## src/sv/dtl_pkg.sv

```systemverilog
// dtl_pkg: shared types, character constants, register indexes and the
// lexer state functions of the delimited text token lexer.
// No dependencies.
`default_nettype none

package dtl_pkg;

  localparam int LINE_BITS_DEF   = 20;
  localparam int COLUMN_BITS_DEF = 16;
  localparam int QUEUE_DEPTH     = 4;
  localparam int CFG_IDX_BITS    = 3;
  localparam int CFG_DATA_BITS   = 8;

  // configuration register indexes
  localparam logic [CFG_IDX_BITS-1:0] REG_COMMENT  = 3'd0;
  localparam logic [CFG_IDX_BITS-1:0] REG_STMT_SEP = 3'd1;
  localparam logic [CFG_IDX_BITS-1:0] REG_TERM     = 3'd2;
  localparam logic [CFG_IDX_BITS-1:0] REG_VALUE    = 3'd3;
  localparam logic [CFG_IDX_BITS-1:0] REG_TUPLE    = 3'd4;
  localparam logic [CFG_IDX_BITS-1:0] REG_STR      = 3'd5;

  localparam logic [7:0] RST_COMMENT  = 8'd35;
  localparam logic [7:0] RST_STMT_SEP = 8'd44;
  localparam logic [7:0] RST_TERM     = 8'd59;
  localparam logic [7:0] RST_VALUE    = 8'd61;
  localparam logic [7:0] RST_TUPLE    = 8'd47;
  localparam logic [7:0] RST_STR      = 8'd124;

  localparam logic [7:0] CHAR_TAB     = 8'd9;
  localparam logic [7:0] CHAR_LF      = 8'd10;
  localparam logic [7:0] CHAR_CR      = 8'd13;
  localparam logic [7:0] CHAR_SPACE   = 8'd32;
  localparam logic [7:0] CHAR_MINUS   = 8'd45;
  localparam logic [7:0] CHAR_ZERO    = 8'd48;
  localparam logic [7:0] CHAR_NINE    = 8'd57;
  localparam logic [7:0] CHAR_UPPER_A = 8'd65;
  localparam logic [7:0] CHAR_UPPER_Z = 8'd90;
  localparam logic [7:0] CHAR_USCORE  = 8'd95;
  localparam logic [7:0] CHAR_LOWER_A = 8'd97;
  localparam logic [7:0] CHAR_LOWER_Z = 8'd122;

  localparam logic [2:0] KIND_INVALID = 3'd0;
  localparam logic [2:0] KIND_WORD    = 3'd1;
  localparam logic [2:0] KIND_NUMBER  = 3'd2;
  localparam logic [2:0] KIND_STRING  = 3'd3;
  localparam logic [2:0] KIND_VALUE   = 3'd4;
  localparam logic [2:0] KIND_TUPLE   = 3'd5;
  localparam logic [2:0] KIND_SSEP    = 3'd6;
  localparam logic [2:0] KIND_TERM    = 3'd7;

  localparam logic [1:0] EOF_NONE  = 2'd0;
  localparam logic [1:0] EOF_CLEAN = 2'd1;
  localparam logic [1:0] EOF_OPEN  = 2'd2;

  typedef enum logic [11:0] {
    ST_SCAN      = 12'b0000_0000_0001,
    ST_INVALID   = 12'b0000_0000_0010,
    ST_COMMENT   = 12'b0000_0000_0100,
    ST_WORD      = 12'b0000_0000_1000,
    ST_NUMBER    = 12'b0000_0001_0000,
    ST_STR_START = 12'b0000_0010_0000,
    ST_STR       = 12'b0000_0100_0000,
    ST_STR_END   = 12'b0000_1000_0000,
    ST_VALUE     = 12'b0001_0000_0000,
    ST_TUPLE     = 12'b0010_0000_0000,
    ST_SSEP      = 12'b0100_0000_0000,
    ST_TERM      = 12'b1000_0000_0000
  } lex_state_t;

  typedef struct packed {
    logic [7:0] comment_char;
    logic [7:0] statement_sep_char;
    logic [7:0] terminator_char;
    logic [7:0] value_sep_char;
    logic [7:0] tuple_sep_char;
    logic [7:0] string_delim_char;
  } cfg_t;

  // result word without the position fields
  typedef struct packed {
    logic [7:0] char_out;
    logic       has_char;
    logic [2:0] token_kind;
    logic       token_end;
    logic [1:0] eof_status;
    logic       last_result;
  } res_base_t;

  typedef struct packed {
    logic push0;
    logic push1;
  } q_push_t;

  typedef struct packed {
    logic room;
    logic nonempty;
  } q_stat_t;

  function automatic lex_state_t state_after(lex_state_t cur, logic [7:0] c, cfg_t cfg);
    logic is_nl;
    logic is_ws;
    logic is_alpha;
    logic is_digit;
    lex_state_t r;
    is_nl    = (c == CHAR_LF) || (c == CHAR_CR);
    is_ws    = is_nl || (c == CHAR_SPACE) || (c == CHAR_TAB);
    is_alpha = ((c >= CHAR_UPPER_A) && (c <= CHAR_UPPER_Z)) ||
               ((c >= CHAR_LOWER_A) && (c <= CHAR_LOWER_Z)) || (c == CHAR_USCORE);
    is_digit = ((c >= CHAR_ZERO) && (c <= CHAR_NINE)) ||
               ((c == CHAR_MINUS) && (cur != ST_NUMBER) && (cur != ST_WORD));
    if ((cur == ST_STR_START) || (cur == ST_STR)) begin
      r = ((c == cfg.string_delim_char) || is_nl) ? ST_STR_END : ST_STR;
    end else if (((cur == ST_COMMENT) && !is_nl) || (c == cfg.comment_char)) begin
      r = ST_COMMENT;
    end else if (is_ws) begin
      r = ST_SCAN;
    end else if (is_alpha) begin
      r = ST_WORD;
    end else if (is_digit) begin
      r = ST_NUMBER;
    end else if (c == cfg.value_sep_char) begin
      r = ST_VALUE;
    end else if (c == cfg.tuple_sep_char) begin
      r = ST_TUPLE;
    end else if (c == cfg.statement_sep_char) begin
      r = ST_SSEP;
    end else if (c == cfg.terminator_char) begin
      r = ST_TERM;
    end else if (c == cfg.string_delim_char) begin
      r = ST_STR_START;
    end else begin
      r = ST_INVALID;
    end
    return r;
  endfunction

  function automatic logic is_recorded(lex_state_t s);
    logic r;
    case (s)
      ST_INVALID, ST_WORD, ST_NUMBER, ST_STR,
      ST_VALUE, ST_TUPLE, ST_SSEP, ST_TERM: r = 1'b1;
      default: r = 1'b0;
    endcase
    return r;
  endfunction

  function automatic logic is_complete(lex_state_t cur, lex_state_t nxt);
    logic r;
    case (cur)
      ST_WORD, ST_NUMBER, ST_STR_END: r = (cur != nxt);
      ST_INVALID, ST_VALUE, ST_TUPLE, ST_SSEP, ST_TERM: r = 1'b1;
      default: r = 1'b0;
    endcase
    return r;
  endfunction

  function automatic logic has_kind(lex_state_t s);
    return (s != ST_SCAN) && (s != ST_COMMENT);
  endfunction

  function automatic logic [2:0] kind_of(lex_state_t s);
    logic [2:0] r;
    case (s)
      ST_WORD:                         r = KIND_WORD;
      ST_NUMBER:                       r = KIND_NUMBER;
      ST_STR_START, ST_STR, ST_STR_END: r = KIND_STRING;
      ST_VALUE:                        r = KIND_VALUE;
      ST_TUPLE:                        r = KIND_TUPLE;
      ST_SSEP:                         r = KIND_SSEP;
      ST_TERM:                         r = KIND_TERM;
      default:                         r = KIND_INVALID;
    endcase
    return r;
  endfunction

endpackage

`default_nettype wire

```

## src/sv/dtl_if.sv

```systemverilog
// dtl_in_if / dtl_out_if: valid-ready channels for text words and results.
// Depends on dtl_pkg.
`default_nettype none

interface dtl_in_if;
  logic       valid;
  logic       ready;
  logic [7:0] in_byte;
  logic       end_of_input;

  modport source (output valid, output in_byte, output end_of_input, input ready);
  modport sink   (input valid, input in_byte, input end_of_input, output ready);
endinterface

interface dtl_out_if #(
  parameter int LINE_BITS   = dtl_pkg::LINE_BITS_DEF,
  parameter int COLUMN_BITS = dtl_pkg::COLUMN_BITS_DEF
);
  logic                   valid;
  logic                   ready;
  logic [7:0]             char_out;
  logic                   has_char;
  logic [2:0]             token_kind;
  logic                   token_end;
  logic [1:0]             eof_status;
  logic [LINE_BITS-1:0]   token_line;
  logic [COLUMN_BITS-1:0] token_column;
  logic                   last_result;

  modport source (output valid, output char_out, output has_char, output token_kind,
                  output token_end, output eof_status, output token_line,
                  output token_column, output last_result, input ready);
  modport sink   (input valid, input char_out, input has_char, input token_kind,
                  input token_end, input eof_status, input token_line,
                  input token_column, input last_result, output ready);
endinterface

`default_nettype wire

```

## src/sv/dtl_front.sv

```systemverilog
// dtl_front: accepts text words, runs the lookahead lexer and position
// counters, and pushes up to two result words into the queue.
// Depends on dtl_pkg and dtl_if.
`default_nettype none

module dtl_front #(
  parameter int LINE_BITS   = dtl_pkg::LINE_BITS_DEF,
  parameter int COLUMN_BITS = dtl_pkg::COLUMN_BITS_DEF,
  parameter int ENTRY_W     = $bits(dtl_pkg::res_base_t) + LINE_BITS + COLUMN_BITS
) (
  input  wire logic         clk,
  input  wire logic         rst_n,
  input  wire dtl_pkg::cfg_t    cfg,
  dtl_in_if.sink            in_ch,
  input  wire dtl_pkg::q_stat_t q_stat,
  output dtl_pkg::q_push_t  q_push,
  output logic [ENTRY_W-1:0] q_data0,
  output logic [ENTRY_W-1:0] q_data1
);

  dtl_pkg::lex_state_t    lex_state_r, lex_state_nxt;
  logic [7:0]             pending_r, pending_nxt;
  logic                   have_pending_r, have_pending_nxt;
  logic                   token_open_r, token_open_nxt;
  logic [LINE_BITS-1:0]   line_r, line_nxt;
  logic [COLUMN_BITS-1:0] column_r, column_nxt;
  logic                   prev_cr_r, prev_cr_nxt;
  logic                   prev_lf_r, prev_lf_nxt;
  logic [LINE_BITS-1:0]   start_line_r, start_line_nxt;
  logic [COLUMN_BITS-1:0] start_column_r, start_column_nxt;

  logic                   acc, eoi, cr, lf;
  logic [7:0]             b, look;
  dtl_pkg::lex_state_t    cur, nxt;
  logic                   opening, rec, done, adv_emit, open_after;
  logic [LINE_BITS-1:0]   sl, line_b;
  logic [COLUMN_BITS-1:0] sc, col_b;
  dtl_pkg::res_base_t     base_a, base_b;

  assign in_ch.ready = q_stat.room;
  assign acc = in_ch.valid && q_stat.room;
  assign eoi = in_ch.end_of_input;
  assign b   = in_ch.in_byte;
  assign cr  = (b == dtl_pkg::CHAR_CR);
  assign lf  = (b == dtl_pkg::CHAR_LF);

  always_comb begin
    look       = eoi ? dtl_pkg::CHAR_LF : b;
    cur        = have_pending_r ? lex_state_r : dtl_pkg::ST_SCAN;
    opening    = have_pending_r && !token_open_r && dtl_pkg::has_kind(cur);
    sl         = opening ? line_r : start_line_r;
    sc         = opening ? column_r : start_column_r;
    nxt        = dtl_pkg::state_after(cur, look, cfg);
    rec        = dtl_pkg::is_recorded(cur);
    done       = dtl_pkg::is_complete(cur, nxt);
    adv_emit   = have_pending_r && (rec || done);
    open_after = (token_open_r || opening) && !(have_pending_r && done);

    base_a.char_out    = rec ? pending_r : 8'h00;
    base_a.has_char    = rec;
    base_a.token_kind  = dtl_pkg::kind_of(cur);
    base_a.token_end   = done;
    base_a.eof_status  = dtl_pkg::EOF_NONE;
    base_a.last_result = !eoi;

    base_b.char_out    = 8'h00;
    base_b.has_char    = 1'b0;
    base_b.token_kind  = dtl_pkg::KIND_INVALID;
    base_b.token_end   = 1'b0;
    base_b.eof_status  = open_after ? dtl_pkg::EOF_OPEN : dtl_pkg::EOF_CLEAN;
    base_b.last_result = 1'b1;
    line_b             = open_after ? sl : line_r;
    col_b              = open_after ? sc : column_r;

    q_push.push0 = acc && (adv_emit || eoi);
    q_push.push1 = acc && eoi && adv_emit;
    q_data0      = adv_emit ? {base_a, sl, sc} : {base_b, line_b, col_b};
    q_data1      = {base_b, line_b, col_b};
  end

  always_comb begin
    lex_state_nxt    = lex_state_r;
    pending_nxt      = pending_r;
    have_pending_nxt = have_pending_r;
    token_open_nxt   = token_open_r;
    line_nxt         = line_r;
    column_nxt       = column_r;
    prev_cr_nxt      = prev_cr_r;
    prev_lf_nxt      = prev_lf_r;
    start_line_nxt   = start_line_r;
    start_column_nxt = start_column_r;
    if (acc) begin
      if (eoi) begin
        lex_state_nxt    = dtl_pkg::ST_SCAN;
        have_pending_nxt = 1'b0;
        token_open_nxt   = 1'b0;
        line_nxt         = '0;
        column_nxt       = '0;
        prev_cr_nxt      = 1'b0;
        prev_lf_nxt      = 1'b0;
      end else begin
        lex_state_nxt    = nxt;
        pending_nxt      = b;
        have_pending_nxt = 1'b1;
        token_open_nxt   = open_after;
        start_line_nxt   = sl;
        start_column_nxt = sc;
        if (cr || (lf && !prev_cr_r)) begin
          if (!(&line_r)) begin
            line_nxt = line_r + LINE_BITS'(1);
          end
          column_nxt = '0;
        end else if (have_pending_r && !(cr || lf || prev_cr_r || prev_lf_r)) begin
          if (!(&column_r)) begin
            column_nxt = column_r + COLUMN_BITS'(1);
          end
        end
        prev_cr_nxt = cr;
        prev_lf_nxt = lf;
      end
    end
  end

  always_ff @(posedge clk) begin
    if (!rst_n) begin
      lex_state_r    <= dtl_pkg::ST_SCAN;
      have_pending_r <= 1'b0;
      token_open_r   <= 1'b0;
      line_r         <= '0;
      column_r       <= '0;
      prev_cr_r      <= 1'b0;
      prev_lf_r      <= 1'b0;
    end else begin
      lex_state_r    <= lex_state_nxt;
      have_pending_r <= have_pending_nxt;
      token_open_r   <= token_open_nxt;
      line_r         <= line_nxt;
      column_r       <= column_nxt;
      prev_cr_r      <= prev_cr_nxt;
      prev_lf_r      <= prev_lf_nxt;
    end
  end

  always_ff @(posedge clk) begin
    pending_r      <= pending_nxt;
    start_line_r   <= start_line_nxt;
    start_column_r <= start_column_nxt;
  end

endmodule

`default_nettype wire

```

## src/sv/dtl_queue.sv

```systemverilog
// dtl_queue: short result queue, two pushes and one pop per cycle.
// Depends on dtl_pkg.
`default_nettype none

module dtl_queue #(
  parameter int W = 16
) (
  input  wire logic         clk,
  input  wire logic         rst_n,
  input  wire dtl_pkg::q_push_t q_push,
  input  wire logic [W-1:0] q_data0,
  input  wire logic [W-1:0] q_data1,
  input  wire logic         pop,
  output dtl_pkg::q_stat_t  q_stat,
  output logic [W-1:0]      head
);

  localparam int DEPTH = dtl_pkg::QUEUE_DEPTH;
  localparam int PTR_W = $clog2(DEPTH);
  localparam int CNT_W = $clog2(DEPTH + 1);

  logic [W-1:0]     mem [DEPTH];
  logic [PTR_W-1:0] wr_ptr_r, wr_ptr_nxt, rd_ptr_r, rd_ptr_nxt;
  logic [CNT_W-1:0] count_r, count_nxt;

  always_comb begin
    wr_ptr_nxt = wr_ptr_r + PTR_W'(q_push.push0) + PTR_W'(q_push.push1);
    rd_ptr_nxt = rd_ptr_r + PTR_W'(pop);
    count_nxt  = count_r + CNT_W'(q_push.push0) + CNT_W'(q_push.push1) - CNT_W'(pop);
  end

  assign q_stat.room     = (count_r <= CNT_W'(DEPTH - 2));
  assign q_stat.nonempty = (count_r != '0);
  assign head            = mem[rd_ptr_r];

  always_ff @(posedge clk) begin
    if (q_push.push0) begin
      mem[wr_ptr_r] <= q_data0;
    end
    if (q_push.push1) begin
      mem[wr_ptr_r + PTR_W'(1)] <= q_data1;
    end
  end

  always_ff @(posedge clk) begin
    if (!rst_n) begin
      wr_ptr_r <= '0;
      rd_ptr_r <= '0;
      count_r  <= '0;
    end else begin
      wr_ptr_r <= wr_ptr_nxt;
      rd_ptr_r <= rd_ptr_nxt;
      count_r  <= count_nxt;
    end
  end

endmodule

`default_nettype wire

```

## src/sv/dtl_back.sv

```systemverilog
// dtl_back: output register that drains the result queue onto the out channel.
// Depends on dtl_pkg and dtl_if.
`default_nettype none

module dtl_back #(
  parameter int LINE_BITS   = dtl_pkg::LINE_BITS_DEF,
  parameter int COLUMN_BITS = dtl_pkg::COLUMN_BITS_DEF,
  parameter int ENTRY_W     = $bits(dtl_pkg::res_base_t) + LINE_BITS + COLUMN_BITS
) (
  input  wire logic               clk,
  input  wire logic               rst_n,
  input  wire dtl_pkg::q_stat_t   q_stat,
  input  wire logic [ENTRY_W-1:0] head,
  output logic                    pop,
  dtl_out_if.source               out_ch
);

  localparam int BASE_W = $bits(dtl_pkg::res_base_t);

  logic               out_valid_r;
  logic [ENTRY_W-1:0] entry_r;
  dtl_pkg::res_base_t base;

  assign pop  = q_stat.nonempty && (!out_valid_r || out_ch.ready);
  assign base = dtl_pkg::res_base_t'(entry_r[ENTRY_W-1 -: BASE_W]);

  always_ff @(posedge clk) begin
    if (!rst_n) begin
      out_valid_r <= 1'b0;
    end else if (pop) begin
      out_valid_r <= 1'b1;
    end else if (out_ch.ready) begin
      out_valid_r <= 1'b0;
    end
  end

  always_ff @(posedge clk) begin
    if (pop) begin
      entry_r <= head;
    end
  end

  assign out_ch.valid        = out_valid_r;
  assign out_ch.char_out     = base.char_out;
  assign out_ch.has_char     = base.has_char;
  assign out_ch.token_kind   = base.token_kind;
  assign out_ch.token_end    = base.token_end;
  assign out_ch.eof_status   = base.eof_status;
  assign out_ch.last_result  = base.last_result;
  assign out_ch.token_line   = entry_r[COLUMN_BITS +: LINE_BITS];
  assign out_ch.token_column = entry_r[COLUMN_BITS-1:0];

endmodule

`default_nettype wire

```

## src/sv/delimited_text_token_lexer_top.sv

```systemverilog
// Delimited text token lexer, top level: configuration registers, lexer
// front, result queue and output register. Depends on dtl_pkg, dtl_if,
// dtl_front, dtl_queue and dtl_back.
// Path: a result reaches out_ch from the word causing it through the queue
// write and then the output register. Throughput: one word per cycle while
// in_ch.ready is high; an end-of-input word gives up to two results, drained
// by the output register one per cycle while out_ch.ready is high; in_ch.ready
// falls while the four-entry queue has fewer than two free entries.
// Reset (rst_n, synchronous): lexer state, positions and queue cleared,
// configuration registers back to their defaults.
`default_nettype none

module delimited_text_token_lexer_top #(
  parameter int LINE_BITS   = dtl_pkg::LINE_BITS_DEF,
  parameter int COLUMN_BITS = dtl_pkg::COLUMN_BITS_DEF
) (
  input  wire logic                                 clk,
  input  wire logic                                 rst_n,
  dtl_in_if.sink                                    in_ch,
  dtl_out_if.source                                 out_ch,
  input  wire logic                                 cfg_we,
  input  wire logic [dtl_pkg::CFG_IDX_BITS-1:0]     cfg_index,
  input  wire logic [dtl_pkg::CFG_DATA_BITS-1:0]    cfg_wdata
);

  localparam int ENTRY_W = $bits(dtl_pkg::res_base_t) + LINE_BITS + COLUMN_BITS;

  dtl_pkg::cfg_t     cfg_r;
  dtl_pkg::q_push_t  q_push;
  dtl_pkg::q_stat_t  q_stat;
  logic [ENTRY_W-1:0] q_data0, q_data1, head;
  logic              pop;

  always_ff @(posedge clk) begin
    if (!rst_n) begin
      cfg_r.comment_char       <= dtl_pkg::RST_COMMENT;
      cfg_r.statement_sep_char <= dtl_pkg::RST_STMT_SEP;
      cfg_r.terminator_char    <= dtl_pkg::RST_TERM;
      cfg_r.value_sep_char     <= dtl_pkg::RST_VALUE;
      cfg_r.tuple_sep_char     <= dtl_pkg::RST_TUPLE;
      cfg_r.string_delim_char  <= dtl_pkg::RST_STR;
    end else if (cfg_we) begin
      case (cfg_index)
        dtl_pkg::REG_COMMENT:  cfg_r.comment_char       <= cfg_wdata;
        dtl_pkg::REG_STMT_SEP: cfg_r.statement_sep_char <= cfg_wdata;
        dtl_pkg::REG_TERM:     cfg_r.terminator_char    <= cfg_wdata;
        dtl_pkg::REG_VALUE:    cfg_r.value_sep_char     <= cfg_wdata;
        dtl_pkg::REG_TUPLE:    cfg_r.tuple_sep_char     <= cfg_wdata;
        dtl_pkg::REG_STR:      cfg_r.string_delim_char  <= cfg_wdata;
        default: ;
      endcase
    end
  end

  dtl_front #(
    .LINE_BITS   (LINE_BITS),
    .COLUMN_BITS (COLUMN_BITS),
    .ENTRY_W     (ENTRY_W)
  ) u_front (
    .clk     (clk),
    .rst_n   (rst_n),
    .cfg     (cfg_r),
    .in_ch   (in_ch),
    .q_stat  (q_stat),
    .q_push  (q_push),
    .q_data0 (q_data0),
    .q_data1 (q_data1)
  );

  dtl_queue #(
    .W (ENTRY_W)
  ) u_queue (
    .clk     (clk),
    .rst_n   (rst_n),
    .q_push  (q_push),
    .q_data0 (q_data0),
    .q_data1 (q_data1),
    .pop     (pop),
    .q_stat  (q_stat),
    .head    (head)
  );

  dtl_back #(
    .LINE_BITS   (LINE_BITS),
    .COLUMN_BITS (COLUMN_BITS),
    .ENTRY_W     (ENTRY_W)
  ) u_back (
    .clk    (clk),
    .rst_n  (rst_n),
    .q_stat (q_stat),
    .head   (head),
    .pop    (pop),
    .out_ch (out_ch)
  );

endmodule

`default_nettype wire

```

## src/flat_wrapper.sv

```systemverilog
// flat-port wrapper written by rule: the top's interface ports become plain ports
module delimited_text_token_lexer_top_flat 
#(
  parameter int LINE_BITS   = dtl_pkg::LINE_BITS_DEF,
  parameter int COLUMN_BITS = dtl_pkg::COLUMN_BITS_DEF
)
  (clk, rst_n, cfg_we, cfg_index, cfg_wdata, in_ch_valid, in_ch_in_byte, in_ch_end_of_input, in_ch_ready, out_ch_valid, out_ch_char_out, out_ch_has_char, out_ch_token_kind, out_ch_token_end, out_ch_eof_status, out_ch_token_line, out_ch_token_column, out_ch_last_result, out_ch_ready);
  dtl_in_if in_ch_i ();
  dtl_out_if #(.LINE_BITS(LINE_BITS), .COLUMN_BITS(COLUMN_BITS)) out_ch_i ();
  input  wire logic clk;
  input  wire logic rst_n;
  input  wire logic cfg_we;
  input  wire logic [dtl_pkg::CFG_IDX_BITS-1:0] cfg_index;
  input  wire logic [dtl_pkg::CFG_DATA_BITS-1:0] cfg_wdata;
  input wire logic [$bits(in_ch_i.valid)-1:0] in_ch_valid;
  input wire logic [$bits(in_ch_i.in_byte)-1:0] in_ch_in_byte;
  input wire logic [$bits(in_ch_i.end_of_input)-1:0] in_ch_end_of_input;
  output wire logic [$bits(in_ch_i.ready)-1:0] in_ch_ready;
  output wire logic [$bits(out_ch_i.valid)-1:0] out_ch_valid;
  output wire logic [$bits(out_ch_i.char_out)-1:0] out_ch_char_out;
  output wire logic [$bits(out_ch_i.has_char)-1:0] out_ch_has_char;
  output wire logic [$bits(out_ch_i.token_kind)-1:0] out_ch_token_kind;
  output wire logic [$bits(out_ch_i.token_end)-1:0] out_ch_token_end;
  output wire logic [$bits(out_ch_i.eof_status)-1:0] out_ch_eof_status;
  output wire logic [$bits(out_ch_i.token_line)-1:0] out_ch_token_line;
  output wire logic [$bits(out_ch_i.token_column)-1:0] out_ch_token_column;
  output wire logic [$bits(out_ch_i.last_result)-1:0] out_ch_last_result;
  input wire logic [$bits(out_ch_i.ready)-1:0] out_ch_ready;
  assign in_ch_i.valid = in_ch_valid;
  assign in_ch_i.in_byte = in_ch_in_byte;
  assign in_ch_i.end_of_input = in_ch_end_of_input;
  assign in_ch_ready = in_ch_i.ready;
  assign out_ch_valid = out_ch_i.valid;
  assign out_ch_char_out = out_ch_i.char_out;
  assign out_ch_has_char = out_ch_i.has_char;
  assign out_ch_token_kind = out_ch_i.token_kind;
  assign out_ch_token_end = out_ch_i.token_end;
  assign out_ch_eof_status = out_ch_i.eof_status;
  assign out_ch_token_line = out_ch_i.token_line;
  assign out_ch_token_column = out_ch_i.token_column;
  assign out_ch_last_result = out_ch_i.last_result;
  assign out_ch_i.ready = out_ch_ready;
  delimited_text_token_lexer_top #(.LINE_BITS(LINE_BITS), .COLUMN_BITS(COLUMN_BITS)) u_core (.clk(clk), .rst_n(rst_n), .in_ch(in_ch_i), .out_ch(out_ch_i), .cfg_we(cfg_we), .cfg_index(cfg_index), .cfg_wdata(cfg_wdata));
endmodule
```

## config.mk

```make
export PLATFORM = sky130hd
export DESIGN_NAME = delimited_text_token_lexer_top_flat
export DESIGN_NICKNAME = d
export VERILOG_FILES = /design/src/sv/dtl_pkg.sv /design/src/sv/dtl_if.sv /design/src/sv/dtl_front.sv /design/src/sv/dtl_queue.sv /design/src/sv/dtl_back.sv /design/src/sv/delimited_text_token_lexer_top.sv /design/src/flat_wrapper.sv
export SDC_FILE = /design/constraint.sdc
export NUM_CORES = 1
export LEC_CHECK = 0
export ABC_AREA = 1
export BUFFER_PORTS_ARGS = -buffer_cell sky130_fd_sc_hd__buf_2
export CORE_UTILIZATION = 41
export CTS_CLUSTER_SIZE = 10
export DETAILED_ROUTE_END_ITERATION = 10
export MAX_ROUTING_LAYER = met4
export PLACE_DENSITY = 0.6
export SETUP_SLACK_MARGIN = 0.05
export SKIP_LAST_GASP = 1
export SLEW_MARGIN = 40
export SYNTH_ARGS = -nofsm -noshare
export SYNTH_HDL_FRONTEND = slang
export SYNTH_SLANG_ARGS = --single-unit
```

## constraint.sdc

```tcl
create_clock -name clk -period 12.02 [get_ports clk]
set_input_delay 2.404 -clock clk [delete_from_list [all_inputs] [get_ports clk]]
set_output_delay 2.404 -clock clk [all_outputs]
set_load 0.01 [all_outputs]
```

# Word level (Yosys, flattened, before mapping)
# Memory sizes are Yosys's and may differ from the RTL's. A register that Yosys moved wholly into a read port is not among the register bits.
# Index checks and enable logic that the tools add are counted.
# totals
register_bits,152
mem_bits_rw,208
in_bits,25
out_inout_bits,54
wordCells,179
memories,1
# op_classes
n_addsub,9
order_cmp,7
eq_ne,37
muxes,41
bitwise_logic,1
n_reduce_logical,63
# memory_table
name,depth,word_bits,read_ports,rd_clocked_by_memory_dff,wr,line_no,rtl
u_core.u_queue.mem,4,52,1,1,2,dtl_queue.sv:22,logic [W-1:0] mem [DEPTH];
# ops
operator,count
two-way mux 12 bit,11
two-way mux 20 bit,5
two-way mux 16 bit,6
two-way mux 52 bit,1
equality test 8 bit,6
"equality test 8 x 4 -> 1 bit, second input constant",5
two-way mux 8 bit,3
case mux 3 bit (7 select lines),1
"adder 20 x 1 -> 20 bit, second input constant",1
AND reduction 20 bit,1
logical AND 1 bit,19
logical OR 1 bit,17
"adder 16 x 1 -> 16 bit, second input constant",1
"equality test 8 x 6 -> 1 bit, second input constant",2
">= comparator 8 x 7 -> 1 bit, second input constant",2
"<= comparator 8 x 7 -> 1 bit, second input constant",2
AND reduction 16 bit,1
AND reduction 2 bit,7
"equality test 12 x 10 -> 1 bit, second input constant",1
"equality test 12 x 11 -> 1 bit, second input constant",1
"equality test 12 bit, second input constant",1
"equality test 12 x 2 -> 1 bit, second input constant",1
"equality test 12 x 3 -> 1 bit, second input constant",1
"equality test 12 x 4 -> 1 bit, second input constant",1
36 further kinds,61

# Depth between registers and ports, before layout
# Gate-level depths: netlist (run 1).
# logic_depth
depth_word,21
depth_mapped,32
mapped_depth_nobuf,31

# Modules after synthesis
# From an unflattened synthesis (run 1), not the netlist that was laid out.
# hier_totals
hier_cells,3160
area_unflattened_um2,23278.6
# modules_own_cells
module,n_inst,cells_per_inst,area_per_inst_um2,seq_area_each_um2
dtl_queue,1,1570,12156.7,6386.1
dtl_front,1,1275,7648.6,2362.3
delimited_text_token_lexer_top,1,256,1860.5,960.9
dtl_back,1,59,1612.8,1581.5

# Worst setup path after synthesis (run 1)
# No wires, ideal clock.
# synth_path
path_kind,input to register
startpoint,input port out_ch_ready
endpoint,register u_core.u_queue.count_r[2]
setup_time_ns,0.128
arrival_ns,6.911
path_slack_ns,4.981
path_stages,10
n_path_buf,0
path_cell_list,nor2_1 -> a31oi_1 -> ha_1 -> xnor2_1 -> inv_1 -> ha_1 -> o21bai_1 -> fa_1 -> xor2_1 -> nor2_1
# synth_via
elab_chain_cells,3
# synth_lines
element,line_no,rtl
"start, declared",flat_wrapper.sv:28,input wire logic [$bits(out_ch_i.ready)-1:0] out_ch_ready;
logical OR 1 bit,dtl_back.sv:24,assign pop = q_stat.nonempty && (!out_valid_r || out_ch.ready);
logical AND 1 bit,dtl_back.sv:24,
named net u_core.pop,delimited_text_token_lexer_top.sv:32,logic pop;
subtractor 3 x 1 -> 3 bit,dtl_queue.sv:29,count_nxt = count_r + CNT_W'(q_push.push0) + CNT_W'(q_push.push1) - CNT_W'(pop);
"end signal, assigned",dtl_queue.sv:53,count_r <= count_nxt;
"end, declared",dtl_queue.sv:24,"logic [CNT_W-1:0] count_r, count_nxt;"
# The timed path passes the listed nets, and every way through them passes these cells.
# A chain may end at the register's enable or synchronous reset.

==> run_results.csv, run 1 <==
group,metric,value,unit
run_status,status,"complete, no violations",
sta,tns,0,ns
final_layout,drive_gt1_share,10.4,%
cts,postCtsHoldBufs,0,
flow_run,drv_cap,0,
sta,worst_pin_slew,0.820,ns
drt,dr.pass1.iters,5,
synthesis,yosys_warnings,0,
drt,drt_iter0_drc,1466,
final_layout,nets,2629,
worst_hold_path,min_path_type,"reg -> reg",
drt,viasPerCell,5.24,
global_route,grt_pass1_wl,90300,um
cts,cts_tree,"built",
power_and_ir_drop,p_comb_share,21.5,%
power_and_ir_drop,p_per_area,176,mW/mm2
drt,num_vias,17328,
floorplanning,die_h,227,um
final_layout,fillers,4933,
placement,hpwl,35400,um
power_and_ir_drop,peakVddDrop,0.000101,V
worst_setup_path,critPathArrivalTime,6.89,ns
synthesis,avgSynthCellArea,8.08,um2
cts,ctsLongestPathBuffers,3,
drt,antenna_left,0,
synthesis,yosysSeqAreaShare,51.7,%
drt,wl_per_cell,17.3,um
synthesis,synthCells,2567,
power_and_ir_drop,p_leak,9.37,nW
synthesis,syn_area,0.0207,mm2
power_and_ir_drop,clkPwrFrac,34.6,%
synthesis,synth_top_family_by_area,"simple AND/OR/NAND/NOR gates",
worst_setup_path,cp-end-kind,"flip-flop",
floorplanning,start_util,41.4,%
cts,clock_latency,0.60,ns
final_layout,fin_cells,3308,
power_and_ir_drop,power.internal,2.79,mW
synthesis,synth_seq_cells,412,
global_route,grt.overflow.total,0,
sta,timing.fmax,152,MHz
power_and_ir_drop,power.switching,1.26,mW
cts,h-tree-depth,2,
synthesis,synthAdderAreaFrac,0.519,%
final_layout,antennaDiodeCount,0,
placement,port_buffers,78,
final_layout,area_delta_synth_final,10.9,%
cts,clkTransAtPathRegs,0.05,ns
synthesis,ys_types,53,
synthesis,syn-num-nets,2600,
cts,root_buffer,"clkbuf_16",
worst_setup_path,critPathKind,"in -> reg",
worst_setup_path,path_max_fanout,50,
drt,drc_errors,0,
cts,numCtsBuffers,49,
sta,finalHoldViolCount,0,
floorplanning,ios,79,
final_layout,final_util,46.0,%
sta,fin_crit_sh,54.8,%
sta,min_period,6.59,ns
floorplanning,rows,82,
synthesis,synth_xor_xnor_area_share,0.464,%
power_and_ir_drop,pwr-share-seq,43.9,%
sta,fin_skew,0.0341,ns
synthesis,synthSimpleGateAreaFrac,26.7,%
cts,cts.sinks,412,
synthesis,synthMuxAreaShare,0,%
worst_setup_path,crit_required,12.33,ns
cts,post_cts_buffers,0,
placement,place_inst,3216,
power_and_ir_drop,switching_share,31.1,%
sta,whs,0.457,ns
cts,post_cts_resized,0,
sta,max_slew_margin,45.3,%
sta,setup_viol,0,
floorplanning,die-area,0.0515,mm2
worst_setup_path,crit_path_start_kind,"primary input",
global_route,grt_max_degree,106,
synthesis,synth_compound_area_share,13.0,%
floorplanning,core,0.0501,mm2
floorplanning,die_x,227,um
global_route,antenna_found_initial,0,
global_route,grt_usage,23.2,%
sta,grt_setup_unrepaired,"no",
sta,slew_violations,0,
global_route,grt_pass1_vias,16435,
placement,gp_congestion,0.888,
drt,wl,57300,um
[area by class of cell]
type	instances	area, um2	area share, %
clock buffers	87	1450	6.31
clock inverters	4	48.8	0.212
inverters	227	875	3.80
multi-input cells	1807	8460	36.8
flip-flops and latches	412	10700	46.6
well taps	672	841	3.65
repair buffers	99	603	2.62
[metal layers]
metal	routed length, um	vias up	share of wire (%)	GRT usage (%)
met2	27500	551	48	38.5
li1	-	8585	-	-
met3	3460	85	6.0	3.54
met4	1080	0	1.9	6.24
met1	25200	8107	44	29.5
met5	0	-	0	-
[power groups by stage]
stage | Combinational, mW | Sequential [mW] | Clock [mW]
2_1_floorplan | 0.505 | 1.86 | 0
3_3_place_gp | 0.859 | 1.80 | 0
3_5_place_dp | 0.878 | 1.81 | 0
4_1_cts | 0.881 | 1.78 | 1.43
5_1_grt | 0.971 | 1.79 | 1.49
6_report | 0.870 | 1.77 | 1.40
[layout by cell type, fill, tap and decap left out, types with 3 or more instances in the layout]
cell / instances
nand2_1: 844
o21ai_0: 254
edfxtp_1: 248
nor2_1: 220
inv_1: 204
dfxtp_1: 163
nand3_1: 126
buf_2: 78
a21oi_1: 66
o22ai_1: 65
clkbuf_16: 51
o21ai_1: 36
clkbuf_1: 32
o21ai_2: 25
nand4_1: 21
nor3_1: 19
o211ai_1: 17
nand2_2: 16
buf_4: 15
nor2_2: 14
inv_2: 12
nor2_4: 9
a211oi_1: 9
nand3_2: 8
xor2_1: 8
ha_1: 7
inv_4: 6
nand3_4: 6
nand3b_1: 5
nand2_4: 4
or2_2: 4
clkbuf_8: 4
xnor2_1: 3
clkinv_2: 3
nor4_1: 3
[worst max-delay path, stage by stage]
cell and delay, ns:
buf_2 0.50, inv_4 0.31, nand2_1 0.31, nand2_1 0.08, nand2_1 0.07, nand3_1 0.07
nor2_1 0.18, nand2_1 0.19, inv_1 0.12, nand3_1 0.12, nor2_2 0.14, nor2_1 0.05
nor2_1 0.08, nand2_1 0.06, nor2_1 0.13, nand2_2 0.09, nand2_4 0.12, nand4_4 0.18
nand3_2 0.11, buf_4 0.57, nand2_2 0.55, buf_4 0.41
[through the flow]
stage               total power [mW]  setup WS (ns)  area, um2
finish                          4.04           5.43      23000
global route                    4.25           5.09      23000
CTS                             4.09           5.45      23000
detailed placement              2.68           4.84      21500
global placement                2.66           4.57      21400
floorplan                       2.37           4.98      20700
[final timing paths]
| check | from | endpoint | slack, ns | cells after the start |
|---|---|---|---|---|
| worst max-delay path | in_ch_end_of_input | u_core.u_queue.mem[3][31]$_DFFE_PP_ | 5.43 | 22 |
| worst min-delay path | u_core.u_queue.mem[1][51]$_SDFFE_PP0P_ | u_core.u_queue.mem[1][51]$_SDFFE_PP0P_ | 0.46 | 2 |
| worst max register to register | u_core.u_front.have_pending_r$_SDFFE_PN0P_ | u_core.u_queue.mem[3][31]$_DFFE_PP_ | 7.11 | 21 |
| worst min register to register | u_core.u_queue.mem[1][51]$_SDFFE_PP0P_ | u_core.u_queue.mem[1][51]$_SDFFE_PP0P_ | 0.46 | 2 |
[cells by family after synthesis]
kind of cell | Yosys count
adders and majority gates | 8
and+or+nand+nor | 1305
buffers and inverters | 348
xor gates and xnor gates | 11
DFF | 412
AOI/OAI and AO/OA | 483
[cell usage after synthesis (all sizes together)]
master / n / share of area, %
o21bai: 1 / 0.036
o211ai: 17 / 0.62
clkbuf: 67 / 1.2
o211a: 1 / 0.048
nand4: 22 / 0.74
inv: 224 / 4.1
o21a: 2 / 0.072
a22oi: 1 / 0.036
dfxtp: 164 / 16
edfxtp: 248 / 36
clkinv: 3 / 0.054
xor2: 8 / 0.34
nand2: 865 / 16
or2: 4 / 0.12
o41ai: 1 / 0.042
ha: 7 / 0.42
buf: 54 / 2.2
nor4: 4 / 0.15
a211oi: 9 / 0.33
o22ai: 65 / 2.0
xnor2: 3 / 0.13
nor3: 20 / 0.51
fa: 1 / 0.096
a32oi: 1 / 0.042
nand3b: 5 / 0.18
nor2: 245 / 5.0
a221oi: 1 / 0.042
o21ai: 315 / 8.1
nand3: 140 / 3.9
a31oi: 2 / 0.060
a21oi: 67 / 1.6
[sequential cells by signal, summed over array words and instances, names as in the netlist]
name and cells:
u_core.u_front.pending_r 8, u_core.u_front.column_r 16, u_core.u_queue.mem 208, u_core.u_front.line_r 20, u_core.u_front.have_pending_r 1, u_core.cfg_r 48, u_core.u_front.start_line_r 20, u_core.u_front.prev_cr_r 1
u_core.u_queue.rd_ptr_r 2, u_core.u_front.token_open_r 1, u_core.u_back.out_ch.valid 1, u_core.u_front.start_column_r 16, u_core.u_front.lex_state_r 12, u_core.u_front.prev_lf_r 1, u_core.u_back.entry_r 52, u_core.u_queue.wr_ptr_r 2
u_core.u_queue.count_r 3
Note: power is estimated with default switching activity, not from simulation.
==> inputs of run 2 (changes only) <==
Clock period 12.02 ns to 6.8 ns, I/O delays scaled along.
==> run 2 against run 1 <==
Combinational power rose by 79%; via count rose by 0.71%; sequential cell count did not move; global-route usage rose by 0.34 points; clock skew fell by 0.015 ns; register-to-register slack got worse by 5.1 ns; wire length rose by 2.1%; clock power rose by 78%; sequential share of layout area fell by 0.13 points; cell count rose by 0.27%; hold slack improved by 0.0060 ns; first-iteration DRC count fell by 0.14%; largest cell class unchanged; largest power group unchanged.
==> run_results.csv, run 2 (synthesis gave the netlist of run 1 again) <==
group,metric,value,unit
run_status,status,"complete, no violations",
sta,min_period,5.04,ns
worst_setup_path,reg2reg_to,"u_core.u_queue.count_r[2]$_SDFF_PN0_",
floorplanning,die-area,0.0515,mm2
power_and_ir_drop,power.total,7.18,mW
sta,slew_violations,0,
cts,cts.sinks,412,
worst_hold_path,min_path_type,"reg -> reg",
cts,postCtsHoldBufs,0,
final_layout,drive_gt1_share,10.6,%
final_layout,final_common_cell,"nand2_1",
power_and_ir_drop,p_per_area,311,mW/mm2
floorplanning,core,0.0501,mm2
worst_setup_path,critPathTopFamily,"simple AND/OR/NAND/NOR gates",
global_route,antenna_found_initial,0,
placement,gp_congestion,0.947,
sta,timing.fmax,198,MHz
placement,post-place-ws,1.15,ns
global_route,grt.overflow.total,0,
drt,antenna_left,0,
final_layout,postLayoutCellArea,0.0231,mm2
worst_setup_path,reg2reg_from,"u_core.u_front.have_pending_r$_SDFFE_PN0P_",
cts,ctsLongestPathBuffers,3,
sta,setup_viol,0,
sta,whs,0.463,ns
worst_setup_path,crit_path_start_kind,"primary input",
cts,cts_tree,"built",
cts,post_cts_resized,0,
worst_setup_path,cp_slowest_cell,"fa_1",
floorplanning,start_util,41.4,%
worst_hold_path,hold_depth,2,
worst_setup_path,path_max_fanout,28,
sta,tns,0,ns
final_layout,area_delta_synth_final,11.2,%
floorplanning,ios,79,
worst_setup_path,r2r_cells,26,
drt,wl_per_cell,17.6,um
global_route,grt_max_degree,106,
placement,placed_area,0.0216,mm2
global_route,grt_usage,23.5,%
worst_setup_path,max_stage_delay,0.38,ns
cts,clock_latency,0.60,ns
final_layout,antennaDiodeCount,0,
sta,worst_slack,1.76,ns
final_layout,final_cell_mix,"nand2_1 (845), o21ai_0 (254), edfxtp_1 (248)",
placement,place_inst,3225,
floorplanning,die_x,227,um
drt,wl,58500,um
cts,numCtsBuffers,49,
worst_setup_path,crit_required,7.27,ns
global_route,grt_pass1_vias,16341,
worst_setup_path,critPathArrivalTime,5.51,ns
final_layout,largest_reg_flops,208,
worst_setup_path,cp_num_buf_inv,5,
worst_hold_path,min_to,"u_core.u_queue.mem[1][47]$_SDFFE_PP0P_",
power_and_ir_drop,p_leak,9.40,nW
drt,dr.pass1.iters,5,
floorplanning,die_h,227,um
drt,num_vias,17451,
power_and_ir_drop,peakVddDrop,0.000182,V
final_layout,reg_top3,"u_core.u_queue.mem (208), u_core.u_back.entry_r (52), u_core.cfg_r (48)",
cts,root_buffer,"clkbuf_16",
sta,fin_skew,0.0186,ns
drt,viasPerCell,5.26,
drt,drt_iter0_drc,1464,
worst_hold_path,hold_start,"u_core.u_queue.mem[1][47]$_SDFFE_PP0P_",
sta,finalHoldViolCount,0,
worst_setup_path,cp-end-kind,"flip-flop",
cts,h-tree-depth,2,
global_route,grt_pass1_wl,91100,um
cts,post_cts_buffers,0,
final_layout,fin_cells,3317,
final_layout,fillers,4932,
final_layout,top_register,"u_core.u_queue.mem",
flow_run,drv_cap,0,
sta,worst_pin_slew,0.865,ns
cts,clkTransAtPathRegs,0.06,ns
placement,hpwl,35900,um
final_layout,final_util,46.1,%
worst_setup_path,r2r_slack,1.97,ns
drt,drc_errors,0,
worst_setup_path,critPathKind,"in -> reg",
placement,port_buffers,78,
sta,fin_crit_sh,74.1,%
worst_setup_path,cpMostUsedCell,"nand2_1",
floorplanning,rows,82,
sta,grt_setup_unrepaired,"no",
final_layout,nets,2637,
sta,max_slew_margin,42.3,%
run 2: changes by cell type in the layout (fill, tap and decap cells not counted), sizes merged:
cell	delta
clkinvlp	-1
buf	+8
clkbuf	+1
inv	+1
run 2: area by class of cell:
type	instances	area [um2]	area share [%]
flip-flops and latches	412	10700	46.5
repair buffers	107	674	2.92
well taps	672	841	3.64
multi-input cells	1807	8460	36.7
clock buffers	88	1460	6.31
clock inverters	4	46.3	0.201
inverters	227	867	3.76
run 2: worst reg2reg max path, stage by stage, from the launching register on:
cell and delay [ns]:
dfxtp_1 0.83, nand2_1 0.30, nand2_1 0.22, nor2_4 0.07
nand2_1 0.11, inv_1 0.08, nand2_1 0.10, nand2_1 0.10
inv_1 0.21, nand3_1 0.13, xnor2_1 0.22, nand3_1 0.10
nor2_1 0.16, nand2_2 0.10, nand2_4 0.12, nand3_4 0.16
nand2_8 0.16, inv_6 0.07, nand2_1 0.09, ha_1 0.27
xnor2_1 0.16, inv_1 0.06, ha_1 0.17, o21bai_1 0.16
fa_1 0.38, xor2_1 0.16, nor2_1 0.05
run 2: worst max path at each step:
stage                     depth (start not counted)          startpoint                                    to  slack [ns]
after floorplan                                  10        out_ch_ready  u_core.u_queue.count_r[2]$_SDFF_PN0_        0.81
after global placement                           28  in_ch_end_of_input  u_core.u_queue.count_r[2]$_SDFF_PN0_        1.16
after detailed placement                         28  in_ch_end_of_input  u_core.u_queue.count_r[2]$_SDFF_PN0_        1.15
after CTS                                        28  in_ch_end_of_input  u_core.u_queue.count_r[2]$_SDFF_PN0_        1.77
after global routing                             30  in_ch_end_of_input  u_core.u_queue.count_r[2]$_SDFF_PN0_        1.40
final                                            28  in_ch_end_of_input  u_core.u_queue.count_r[2]$_SDFF_PN0_        1.76
run 2: per-layer routing:
| layer | share of wire [%] | track usage (%) | vias up |
|---|---|---|---|
| li1 | - | - | 8591 |
| met1 | 44 | 30.2 | 8163 |
| met2 | 47 | 38.0 | 570 |
| met3 | 6.0 | 3.43 | 127 |
| met4 | 3.0 | 8.08 | 0 |
| met5 | 0 | - | - |
run 2: power breakdown:
| part | leakage, nW | internal (mW) | switching [mW] |
|---|---|---|---|
| Clock | 0.718 | 1.44 | 1.04 |
| Sequential | 3.68 | 3.05 | 0.0905 |
| Combinational | 5.00 | 0.436 | 1.12 |
